File: src/sv/bbrs_pkg.sv
// Shared types and codes for the block boundary request splitter.
// No dependencies; the core, front, queue, back and checker files refer to it by scoped names.
package bbrs_pkg;

    // Input action codes
    localparam logic ACT_SPLIT = 1'b0;
    localparam logic ACT_DONE  = 1'b1;

    // Result status codes
    localparam logic [1:0] ST_OK   = 2'd0;
    localparam logic [1:0] ST_SIZE = 2'd1;
    localparam logic [1:0] ST_OVF  = 2'd2;
    localparam logic [1:0] ST_BUSY = 2'd3;

    // Block offset bounds and reset value
    localparam logic [3:0] BOB_MIN   = 4'd4;
    localparam logic [3:0] BOB_MAX   = 4'd10;
    localparam logic [3:0] BOB_RESET = 4'd6;

    // Work descriptor passed from front to back through the queue
    typedef struct packed {
        logic               single;   // one precomputed result, no splitting
        logic [63:0]        addr;
        logic [9:0]         size;
        logic [5:0]         idx;
        logic [3:0]         proc;
        logic signed [63:0] tag;
        logic [1:0]         status;
        logic               all_done;
        logic [3:0]         bits;     // clamped block offset bits
        logic [6:0]         total;    // chunk count, up to 33
    } job_t;

    // One result transaction
    typedef struct packed {
        logic [63:0]        chunk_address;
        logic [10:0]        chunk_bytes;
        logic [5:0]         chunk_index;
        logic [3:0]         out_processor;
        logic signed [63:0] out_tag;
        logic               last_chunk;
        logic [1:0]         status;
        logic               all_done;
    } rsp_t;

endpackage

File: src/sv/bbrs_if.sv
// Channel interfaces: request input, result output, configuration write.
// Depends on nothing; used by the core, the front end and the back end.
interface bbrs_req_if;
    logic               valid;
    logic               ready;
    logic               action;
    logic [63:0]        req_address;
    logic [9:0]         req_size;
    logic [3:0]         req_processor;
    logic signed [63:0] req_tag;
    logic [5:0]         done_index;

    modport source(output valid, action, req_address, req_size, req_processor, req_tag,
                   done_index, input ready);
    modport sink(input valid, action, req_address, req_size, req_processor, req_tag,
                 done_index, output ready);
endinterface

interface bbrs_rsp_if;
    logic               valid;
    logic               ready;
    logic [63:0]        chunk_address;
    logic [10:0]        chunk_bytes;
    logic [5:0]         chunk_index;
    logic [3:0]         out_processor;
    logic signed [63:0] out_tag;
    logic               last_chunk;
    logic [1:0]         status;
    logic               all_done;

    modport source(output valid, chunk_address, chunk_bytes, chunk_index, out_processor,
                   out_tag, last_chunk, status, all_done, input ready);
    modport sink(input valid, chunk_address, chunk_bytes, chunk_index, out_processor,
                 out_tag, last_chunk, status, all_done, output ready);
endinterface

interface bbrs_cfg_if;
    logic       valid;
    logic       ready;
    logic [3:0] data;

    modport source(output valid, data, input ready);
    modport sink(input valid, data, output ready);
endinterface

File: src/sv/block_boundary_request_splitter_core.sv
// A result passes through the job queue, the back end's working registers and the output register.
// Throughput: the back end emits one result per cycle while the output is not stalled; it
// loads each job in a separate step and takes the next job only after the current job's last result.
// The front takes a request whenever the job queue has room; config writes always taken.
// Reset (rst_n, async low) clears owner state, the queue and the output stage, and sets
// the block offset to 6. No clearing pass.
module block_boundary_request_splitter_core #(
    parameter int MAX_REQUEST_BYTES = 512,
    parameter int QUEUE_DEPTH       = 4
) (
    input  logic        clk,
    input  logic        rst_n,
    bbrs_req_if.sink    req,
    bbrs_cfg_if.sink    cfg,
    bbrs_rsp_if.source  rsp
);

    logic           push_valid;
    logic           push_ready;
    bbrs_pkg::job_t push_job;
    logic           pop_valid;
    logic           pop_ready;
    bbrs_pkg::job_t pop_job;

    // Classification and owner tracking
    bbrs_front #(
        .MAX_REQUEST_BYTES(MAX_REQUEST_BYTES)
    ) u_front (
        .clk        (clk),
        .rst_n      (rst_n),
        .req        (req),
        .cfg        (cfg),
        .push_valid (push_valid),
        .push_ready (push_ready),
        .push_job   (push_job)
    );

    // Decoupling queue
    bbrs_queue #(
        .DEPTH(QUEUE_DEPTH)
    ) u_queue (
        .clk        (clk),
        .rst_n      (rst_n),
        .push_valid (push_valid),
        .push_ready (push_ready),
        .push_job   (push_job),
        .pop_valid  (pop_valid),
        .pop_ready  (pop_ready),
        .pop_job    (pop_job)
    );

    // Chunk generation and output stage
    bbrs_back u_back (
        .clk       (clk),
        .rst_n     (rst_n),
        .pop_valid (pop_valid),
        .pop_ready (pop_ready),
        .pop_job   (pop_job),
        .rsp       (rsp)
    );

endmodule

File: src/sv/bbrs_front.sv
// Front end: accepts requests, checks them against the owner state, updates
// that state and pushes one job per transaction. Uses bbrs_pkg and bbrs_if.
module bbrs_front #(
    parameter int MAX_REQUEST_BYTES = 512
) (
    input  logic          clk,
    input  logic          rst_n,
    bbrs_req_if.sink      req,
    bbrs_cfg_if.sink      cfg,
    output logic          push_valid,
    input  logic          push_ready,
    output bbrs_pkg::job_t push_job
);

    logic [3:0]         bob_reg;
    logic               busy_reg,  busy_next;
    logic [5:0]         total_reg, total_next;
    logic [5:0]         compl_reg, compl_next;
    logic [3:0]         owner_proc_reg, owner_proc_next;
    logic signed [63:0] owner_tag_reg,  owner_tag_next;

    logic [3:0]  bits;
    logic [9:0]  blk_mask;
    logic [9:0]  size_m1;
    logic [64:0] end_sum;
    logic [10:0] span;
    logic [10:0] span_sh;
    logic [6:0]  total_calc;
    logic        accept;
    logic        size_bad;
    logic        done_ok;
    logic [5:0]  compl_inc;

    assign cfg.ready  = 1'b1;
    assign req.ready  = push_ready;
    assign push_valid = req.valid;
    assign accept     = req.valid && push_ready;

    // Block offset register
    always_ff @(posedge clk or negedge rst_n)
    begin
        if (!rst_n)
        begin
            bob_reg <= bbrs_pkg::BOB_RESET;
        end
        else if (cfg.valid)
        begin
            bob_reg <= cfg.data;
        end
    end

    // Clamped block geometry and chunk count
    always_comb
    begin
        if (bob_reg < bbrs_pkg::BOB_MIN)
        begin
            bits = bbrs_pkg::BOB_MIN;
        end
        else if (bob_reg > bbrs_pkg::BOB_MAX)
        begin
            bits = bbrs_pkg::BOB_MAX;
        end
        else
        begin
            bits = bob_reg;
        end
        blk_mask   = 10'((11'd1 << bits) - 11'd1);
        size_m1    = req.req_size - 10'd1;
        end_sum    = {1'b0, req.req_address} + {55'd0, size_m1};
        span       = {1'b0, req.req_address[9:0] & blk_mask} + {1'b0, size_m1};
        span_sh    = span >> bits;
        total_calc = span_sh[6:0] + 7'd1;
        size_bad   = (req.req_size == 10'd0) ||
                     ({22'd0, req.req_size} > 32'(MAX_REQUEST_BYTES));
        done_ok    = busy_reg && (req.req_processor == owner_proc_reg) &&
                     (req.req_tag == owner_tag_reg) && (compl_reg < total_reg) &&
                     (req.done_index == compl_reg);
        compl_inc  = compl_reg + 6'd1;
    end

    // Classification, job build and owner state update
    always_comb
    begin
        busy_next       = busy_reg;
        total_next      = total_reg;
        compl_next      = compl_reg;
        owner_proc_next = owner_proc_reg;
        owner_tag_next  = owner_tag_reg;

        push_job          = '0;
        push_job.single   = 1'b1;
        push_job.addr     = req.req_address;
        push_job.size     = req.req_size;
        push_job.idx      = 6'd0;
        push_job.proc     = req.req_processor;
        push_job.tag      = req.req_tag;
        push_job.status   = bbrs_pkg::ST_OK;
        push_job.all_done = 1'b0;
        push_job.bits     = bits;
        push_job.total    = total_calc;

        if (req.action == bbrs_pkg::ACT_SPLIT)
        begin
            if (busy_reg)
            begin
                push_job.status = bbrs_pkg::ST_BUSY;
            end
            else if (size_bad)
            begin
                push_job.status = bbrs_pkg::ST_SIZE;
            end
            else if (end_sum[64])
            begin
                push_job.status = bbrs_pkg::ST_OVF;
            end
            else
            begin
                push_job.single = 1'b0;
                busy_next       = 1'b1;
                total_next      = total_calc[5:0];
                compl_next      = 6'd0;
                owner_proc_next = req.req_processor;
                owner_tag_next  = req.req_tag;
            end
        end
        else
        begin
            push_job.addr = 64'd0;
            push_job.idx  = req.done_index;
            if (done_ok)
            begin
                compl_next        = compl_inc;
                push_job.proc     = owner_proc_reg;
                push_job.tag      = owner_tag_reg;
                push_job.all_done = (compl_inc == total_reg);
                if (compl_inc == total_reg)
                begin
                    busy_next = 1'b0;
                end
            end
            else
            begin
                push_job.status = bbrs_pkg::ST_BUSY;
            end
        end
    end

    // Owner state registers
    always_ff @(posedge clk or negedge rst_n)
    begin
        if (!rst_n)
        begin
            busy_reg       <= 1'b0;
            total_reg      <= 6'd0;
            compl_reg      <= 6'd0;
            owner_proc_reg <= 4'd0;
            owner_tag_reg  <= 64'sd0;
        end
        else if (accept)
        begin
            busy_reg       <= busy_next;
            total_reg      <= total_next;
            compl_reg      <= compl_next;
            owner_proc_reg <= owner_proc_next;
            owner_tag_reg  <= owner_tag_next;
        end
    end

endmodule

File: src/sv/bbrs_queue.sv
// Small flop-based FIFO of job descriptors between front and back.
// Uses bbrs_pkg::job_t.
module bbrs_queue #(
    parameter int DEPTH = 4
) (
    input  logic           clk,
    input  logic           rst_n,
    input  logic           push_valid,
    output logic           push_ready,
    input  bbrs_pkg::job_t push_job,
    output logic           pop_valid,
    input  logic           pop_ready,
    output bbrs_pkg::job_t pop_job
);

    localparam int PW = (DEPTH > 1) ? $clog2(DEPTH) : 1;
    localparam int CW = $clog2(DEPTH + 1);

    bbrs_pkg::job_t entry_reg [DEPTH];
    logic [PW-1:0]  wr_ptr_reg, wr_ptr_next;
    logic [PW-1:0]  rd_ptr_reg, rd_ptr_next;
    logic [CW-1:0]  count_reg,  count_next;
    logic           do_push;
    logic           do_pop;

    assign push_ready = (count_reg != CW'(DEPTH));
    assign pop_valid  = (count_reg != '0);
    assign pop_job    = entry_reg[rd_ptr_reg];
    assign do_push    = push_valid && push_ready;
    assign do_pop     = pop_valid && pop_ready;

    // Pointer and fill count update
    always_comb
    begin
        wr_ptr_next = wr_ptr_reg;
        rd_ptr_next = rd_ptr_reg;
        count_next  = count_reg;
        if (do_push)
        begin
            wr_ptr_next = (wr_ptr_reg == PW'(DEPTH - 1)) ? '0 : wr_ptr_reg + PW'(1);
        end
        if (do_pop)
        begin
            rd_ptr_next = (rd_ptr_reg == PW'(DEPTH - 1)) ? '0 : rd_ptr_reg + PW'(1);
        end
        if (do_push && !do_pop)
        begin
            count_next = count_reg + CW'(1);
        end
        else if (do_pop && !do_push)
        begin
            count_next = count_reg - CW'(1);
        end
    end

    always_ff @(posedge clk or negedge rst_n)
    begin
        if (!rst_n)
        begin
            wr_ptr_reg <= '0;
            rd_ptr_reg <= '0;
            count_reg  <= '0;
        end
        else
        begin
            wr_ptr_reg <= wr_ptr_next;
            rd_ptr_reg <= rd_ptr_next;
            count_reg  <= count_next;
        end
    end

    // Entry storage
    always_ff @(posedge clk)
    begin
        if (do_push)
        begin
            entry_reg[wr_ptr_reg] <= push_job;
        end
    end

endmodule

File: src/sv/bbrs_back.sv
// Back end: takes jobs from the queue and, while the output stage is not stalled, emits one
// result per cycle into a registered output stage. Uses bbrs_pkg and bbrs_rsp_if.
module bbrs_back (
    input  logic           clk,
    input  logic           rst_n,
    input  logic           pop_valid,
    output logic           pop_ready,
    input  bbrs_pkg::job_t pop_job,
    bbrs_rsp_if.source     rsp
);

    logic               act_reg;
    logic               single_reg;
    logic [63:0]        addr_reg,  addr_next;
    logic [9:0]         rem_reg,   rem_next;
    logic [6:0]         idx_reg;
    logic [6:0]         total_reg;
    logic [3:0]         bits_reg;
    logic [3:0]         proc_reg;
    logic signed [63:0] tag_reg;
    logic [1:0]         status_reg;
    logic               all_done_reg;

    logic               out_valid_reg;
    bbrs_pkg::rsp_t     out_reg, out_next;

    logic        slot_free;
    logic        emit;
    logic        last;
    logic [10:0] blk;
    logic [9:0]  blk_mask;
    logic [10:0] avail;
    logic [10:0] bytes;

    assign slot_free = !out_valid_reg || rsp.ready;
    assign emit      = act_reg && slot_free;
    assign pop_ready = !act_reg;

    // Chunk arithmetic for the current position
    always_comb
    begin
        blk       = 11'd1 << bits_reg;
        blk_mask  = 10'(blk - 11'd1);
        avail     = blk - {1'b0, addr_reg[9:0] & blk_mask};
        bytes     = ({1'b0, rem_reg} < avail) ? {1'b0, rem_reg} : avail;
        rem_next  = rem_reg - bytes[9:0];
        addr_next = (rem_next != 10'd0) ? addr_reg + {53'd0, bytes} : addr_reg;
        last      = single_reg || ((idx_reg + 7'd1) == total_reg);
    end

    // Result formatting
    always_comb
    begin
        out_next.chunk_address = addr_reg;
        out_next.chunk_bytes   = single_reg ? 11'd0 : bytes;
        out_next.chunk_index   = idx_reg[5:0];
        out_next.out_processor = proc_reg;
        out_next.out_tag       = tag_reg;
        out_next.last_chunk    = last;
        out_next.status        = status_reg;
        out_next.all_done      = all_done_reg;
    end

    // Job control
    always_ff @(posedge clk or negedge rst_n)
    begin
        if (!rst_n)
        begin
            act_reg <= 1'b0;
        end
        else if (!act_reg)
        begin
            act_reg <= pop_valid;
        end
        else if (emit && last)
        begin
            act_reg <= 1'b0;
        end
    end

    // Working registers
    always_ff @(posedge clk)
    begin
        if (!act_reg)
        begin
            single_reg   <= pop_job.single;
            addr_reg     <= pop_job.addr;
            rem_reg      <= pop_job.size;
            idx_reg      <= {1'b0, pop_job.idx};
            total_reg    <= pop_job.total;
            bits_reg     <= pop_job.bits;
            proc_reg     <= pop_job.proc;
            tag_reg      <= pop_job.tag;
            status_reg   <= pop_job.status;
            all_done_reg <= pop_job.all_done;
        end
        else if (emit)
        begin
            addr_reg <= addr_next;
            rem_reg  <= rem_next;
            idx_reg  <= idx_reg + 7'd1;
        end
    end

    // Output register
    always_ff @(posedge clk or negedge rst_n)
    begin
        if (!rst_n)
        begin
            out_valid_reg <= 1'b0;
        end
        else if (slot_free)
        begin
            out_valid_reg <= emit;
        end
    end

    always_ff @(posedge clk)
    begin
        if (emit)
        begin
            out_reg <= out_next;
        end
    end

    assign rsp.valid         = out_valid_reg;
    assign rsp.chunk_address = out_reg.chunk_address;
    assign rsp.chunk_bytes   = out_reg.chunk_bytes;
    assign rsp.chunk_index   = out_reg.chunk_index;
    assign rsp.out_processor = out_reg.out_processor;
    assign rsp.out_tag       = out_reg.out_tag;
    assign rsp.last_chunk    = out_reg.last_chunk;
    assign rsp.status        = out_reg.status;
    assign rsp.all_done      = out_reg.all_done;

endmodule

File: src/flat_wrapper.sv
// flat-port wrapper written by rule: the top's interface ports become plain ports
module block_boundary_request_splitter_core_flat 
#(
    parameter int MAX_REQUEST_BYTES = 512,
    parameter int QUEUE_DEPTH       = 4
)
  (clk, rst_n, req_valid, req_action, req_req_address, req_req_size, req_req_processor, req_req_tag, req_done_index, req_ready, cfg_valid, cfg_data, cfg_ready, rsp_valid, rsp_chunk_address, rsp_chunk_bytes, rsp_chunk_index, rsp_out_processor, rsp_out_tag, rsp_last_chunk, rsp_status, rsp_all_done, rsp_ready);
  bbrs_req_if req_i ();
  bbrs_cfg_if cfg_i ();
  bbrs_rsp_if rsp_i ();
  input  logic clk;
  input  logic rst_n;
  input wire logic [$bits(req_i.valid)-1:0] req_valid;
  input wire logic [$bits(req_i.action)-1:0] req_action;
  input wire logic [$bits(req_i.req_address)-1:0] req_req_address;
  input wire logic [$bits(req_i.req_size)-1:0] req_req_size;
  input wire logic [$bits(req_i.req_processor)-1:0] req_req_processor;
  input wire logic [$bits(req_i.req_tag)-1:0] req_req_tag;
  input wire logic [$bits(req_i.done_index)-1:0] req_done_index;
  output wire logic [$bits(req_i.ready)-1:0] req_ready;
  input wire logic [$bits(cfg_i.valid)-1:0] cfg_valid;
  input wire logic [$bits(cfg_i.data)-1:0] cfg_data;
  output wire logic [$bits(cfg_i.ready)-1:0] cfg_ready;
  output wire logic [$bits(rsp_i.valid)-1:0] rsp_valid;
  output wire logic [$bits(rsp_i.chunk_address)-1:0] rsp_chunk_address;
  output wire logic [$bits(rsp_i.chunk_bytes)-1:0] rsp_chunk_bytes;
  output wire logic [$bits(rsp_i.chunk_index)-1:0] rsp_chunk_index;
  output wire logic [$bits(rsp_i.out_processor)-1:0] rsp_out_processor;
  output wire logic [$bits(rsp_i.out_tag)-1:0] rsp_out_tag;
  output wire logic [$bits(rsp_i.last_chunk)-1:0] rsp_last_chunk;
  output wire logic [$bits(rsp_i.status)-1:0] rsp_status;
  output wire logic [$bits(rsp_i.all_done)-1:0] rsp_all_done;
  input wire logic [$bits(rsp_i.ready)-1:0] rsp_ready;
  assign req_i.valid = req_valid;
  assign req_i.action = req_action;
  assign req_i.req_address = req_req_address;
  assign req_i.req_size = req_req_size;
  assign req_i.req_processor = req_req_processor;
  assign req_i.req_tag = req_req_tag;
  assign req_i.done_index = req_done_index;
  assign req_ready = req_i.ready;
  assign cfg_i.valid = cfg_valid;
  assign cfg_i.data = cfg_data;
  assign cfg_ready = cfg_i.ready;
  assign rsp_valid = rsp_i.valid;
  assign rsp_chunk_address = rsp_i.chunk_address;
  assign rsp_chunk_bytes = rsp_i.chunk_bytes;
  assign rsp_chunk_index = rsp_i.chunk_index;
  assign rsp_out_processor = rsp_i.out_processor;
  assign rsp_out_tag = rsp_i.out_tag;
  assign rsp_last_chunk = rsp_i.last_chunk;
  assign rsp_status = rsp_i.status;
  assign rsp_all_done = rsp_i.all_done;
  assign rsp_i.ready = rsp_ready;
  block_boundary_request_splitter_core #(.MAX_REQUEST_BYTES(MAX_REQUEST_BYTES), .QUEUE_DEPTH(QUEUE_DEPTH)) u_core (.clk(clk), .rst_n(rst_n), .req(req_i), .cfg(cfg_i), .rsp(rsp_i));
endmodule
File: config.mk
export PLATFORM = sky130hd
export DESIGN_NAME = block_boundary_request_splitter_core_flat
export DESIGN_NICKNAME = d
export VERILOG_FILES = /design/src/sv/bbrs_pkg.sv /design/src/sv/bbrs_if.sv /design/src/sv/block_boundary_request_splitter_core.sv /design/src/sv/bbrs_front.sv /design/src/sv/bbrs_queue.sv /design/src/sv/bbrs_back.sv /design/src/flat_wrapper.sv
export SDC_FILE = /design/constraint.sdc
export NUM_CORES = 1
export LEC_CHECK = 0
export BUFFER_PORTS_ARGS = -buffer_cell sky130_fd_sc_hd__buf_2
export CAP_MARGIN = 5
export CORE_UTILIZATION = 40
export CTS_BUF_LIST = sky130_fd_sc_hd__clkbuf_8
export CTS_CLUSTER_DIAMETER = 80
export CTS_CLUSTER_SIZE = 20
export DETAILED_ROUTE_END_ITERATION = 8
export GPL_TIMING_DRIVEN = 0
export SLEW_MARGIN = 20
export SYNTH_ARGS = -nofsm -noshare
export SYNTH_HDL_FRONTEND = slang
export SYNTH_HIERARCHICAL = 1
export SYNTH_SLANG_ARGS = --single-unit
export TNS_END_PERCENT = 5
File: constraint.sdc
create_clock -name clk -period 13.1 [get_ports clk]
set_input_delay 2.62 -clock clk [delete_from_list [all_inputs] [get_ports clk]]
set_output_delay 2.62 -clock clk [all_outputs]
set_load 0.02 [all_outputs]
==> summary.md <==
| Metric | Value |
|---|---|
| Area grow syn2layout | `12.2%` |
| Worst R2R Start | `u_core/u_back/bits_reg[0]` |
| Period utilization | `0.738` |
| Final Hold Fails | `0` |
| Global route overflow | `0` |
| VDD IR-drop max | `0.115 mV` |
| Num CTS Buffers | `68` |
| Register area share after synthesis | `0.705` |
| Final WL | `108000 um` |
| Detail Route Antenna Nets | `0` |
| FP Rows | `122` |
| Via density | `5.28` |
| Hold Buf Count CTS | `0` |
| Initial antenna violation count | `32` |
| Synth Register Bits | `1063` |
| Worst skew pair latency | `750 ps` |
| Clock H-tree levels | `3` |
| Worst setup path class | `flop to flop` |
| Gr usage total | `0.191` |
| Postcts setup bufs | `0` |
| Startpoint Class | `flop` |
| PortBufs | `312` |
| Clock-pin transition on the worst setup and hold timing paths | `130 ps` |
| Cell Count, Final, Fillers Out | `4587` |
| Ranking of synthesized cells by area | `edfxtp_1 65%, mux4_2 8.2%, dfrtp_1 5.2%` |
| Nets | `3278` |
| Post-cts sizing count | `0` |
| Leak pwr | `17.3 nW` |
| Clk buf depth | `3` |
| Share of cells above drive strength 1 | `0.253` |
| Gpl congestion | `0.847` |
| Power per cell area | `234 nW/um2` |
| Asr flop ratio synth | `0.0884` |
| Max reg flops | `652` |
| Worst-path fanout max | `10` |
| Clock skew | `50.4 ps` |
| Residual DRC | `0` |
| Most area-hungry cell type in the Yosys netlist | `edfxtp_1` |
| Slew @ Worst Pin | `1070 ps` |
| Worst Setup SP | `u_core/u_back/bits_reg[0]` |
| Detail Placement HPWL | `76600 um` |
| Die Width | `336 um` |
| Slew headroom | `0.282` |
| Largest net degree at the start of global routing | `76` |
| CTS tree | `done` |
| Critical path required time | `13600 ps` |
| Hold Path Class | `flop to flop` |
| Clock group share of total power | `0.139` |
| Util after Layout | `0.452` |
| Post-Synthesis Cells | `2637` |
| Crit path arrival time | `10170 ps` |
| Syn_area_per_cell | `16.9 um2` |
| Gate power share | `0.392` |
| Sw Pwr | `4.21 mW` |
| Cell variety after synth | `101` |
| Top Ports | `314` |
| RSZ-0062 raised after global routing | `false` |
| Max Freq | `103 MHz` |
| HP Start | `u_core/u_back/tag_reg[7]` |
| Sequential power share | `0.469` |
| DR vias | `24.2k` |
| # clock sinks | `1063` |
| First drt pass iteration count | `5` |
| Mapped Area | `44600 um2` |
| Clock root cell | `clkbuf_8` |
| Critical-path top delay cell | `nor4_1` |
| Initial core utilization | `0.403` |
| Setup Viol. Count Final | `0` |
| Power, Total | `11.7 mW` |
| Max cap viols | `0` |
| Sw Ratio | `0.360` |
| Most common cell after layout, fill and taps aside | `edfxtp_1` |
| Core area | `111000 um2` |
| Synth Flop Type | `edfxtp_1` |
| Crit end category | `flop` |
| First-pass GRT wire length | `158000 um` |
| Yosys top cell area share | `0.651` |
| Per-cell routed wire length | `23.6 um` |
| CP peak stage delay | `600 ps` |
| Die Area | `113000 um2` |
| Outcome | `finished, final reports clean` |
| Most frequent cells in the layout | `968 x edfxtp_1, 335 x buf_2, 163 x mux4_2` |
| Vias in the first global route | `24.0k` |
| Final count of pins violating max slew | `0` |
| DIE HEIGHT | `336 um` |
| Final min period | `9670 ps` |
| Cell count after placement | `4466` |
| Post-synth EDFFs | `968` |
| Initial DRC count | `1804` |
| Internal Pwr Total | `7.48 mW` |
| Synth Warn # | `6` |
-- layer usage --
metal	vias to the layer above	GRT usage	wire length [um]
met5	-	0	192
met4	32	0.0439	2390
met3	156	0.0507	7850
met2	655	0.320	52800
met1	12400	0.249	44900
li1	10900	-	-
-- through the flow --
| stage | TNS, ps | setup slack, ps | area [um2] | hold slack [ps] |
|---|---|---|---|---|
| 2_1_floorplan | 0 | 2760 | 44600 | 400 |
| 3_3_place_gp | -74730 | -1180 | 48100 | 402 |
| 3_5_place_dp | 0 | 3510 | 48800 | 405 |
| 4_1_cts | 0 | 3440 | 50000 | 415 |
| 5_1_grt | 0 | 2780 | 50000 | 427 |
| 6_report | 0 | 3430 | 50100 | 417 |
-- cell type report --
class                   instances  area, um2
fillers                      9743      60600
clock inverters                46        304
diodes                          5       12.5
inverters                      76        293
plain buffers                 181       1020
multi-input cells            1320      11900
repair buffers                338       2230
clock buffers                  70        963
flip-flops and latches       1063      31400
well taps                    1488       1860
-- power groups by stage --
stage / Combinational [mW] / Clock (mW) / Sequential, mW
after floorplan: 2.92 / 0 / 5.77
after global placement: 4.42 / 0 / 5.81
after detailed placement: 4.64 / 0 / 5.57
after CTS: 4.66 / 1.70 / 5.50
after global routing: 5.00 / 1.79 / 5.59
final: 4.58 / 1.63 / 5.49
-- synthesized netlist by cell type, drive strengths merged, types with 5 or more instances --
cell and n:
nor2b 87, or3 12, mux2i 5, and3 19, a31oi 17, clkbuf 119
nand2b 19, and2 17, a21oi 82, a211oi 9, nor3 44, ha 69
nand2 96, nor4 15, o31ai 7, nor4b 6, or2 6, o21a 16
xnor2 112, o2111ai 11, maj3 7, o211ai 11, nand4 33, edfxtp 968
mux4 163, a2111oi 9, a21o 14, o21ai 68, buf 62, mux2 82
inv 75, xor2 50, o22ai 6, dfrtp 92, nand3 35, nor2 118
or4 5
-- logic make-up (layout without fill, tap and decap cells) --
family / count (synthesis) / count (layout) / synth area share
muxes: 250 / 250 / 0.104
AOI/OAI and AO/OA: 296 / 296 / 0.0450
other: 2 / 10 / 0.000168
and+or+nand+nor: 528 / 528 / 0.0623
xor gates and xnor gates: 162 / 162 / 0.0323
buffers and inverters: 257 / 711 / 0.0292
adders and majority gates: 79 / 79 / 0.0223
DFF: 1063 / 1063 / 0.705
-- critical path, delay by kind of cell (launching register included) --
family | cells | cell delay, ps
flops | 1 | 560
buf+inv | 8 | 2280
simple gates | 6 | 1430
xor+xnor | 2 | 510
fa+ha+maj | 3 | 880
compound gates | 17 | 3740
-- final timing paths --
path,slack (ps),cells past startpoint,endpoint
max,3430,36,u_core/u_back/addr_reg[17]
min,420,0,u_core/u_back/rsp.out_tag[7]
max reg2reg,3430,36,u_core/u_back/addr_reg[17]
min reg2reg,420,0,u_core/u_back/rsp.out_tag[7]
max in group asynchronous,10550,2,u_core/u_front/owner_tag_reg[8]
min in group asynchronous,1830,1,u_core/u_front/owner_tag_reg[31]
No activity file was read; power rests on OpenSTA's default activity.
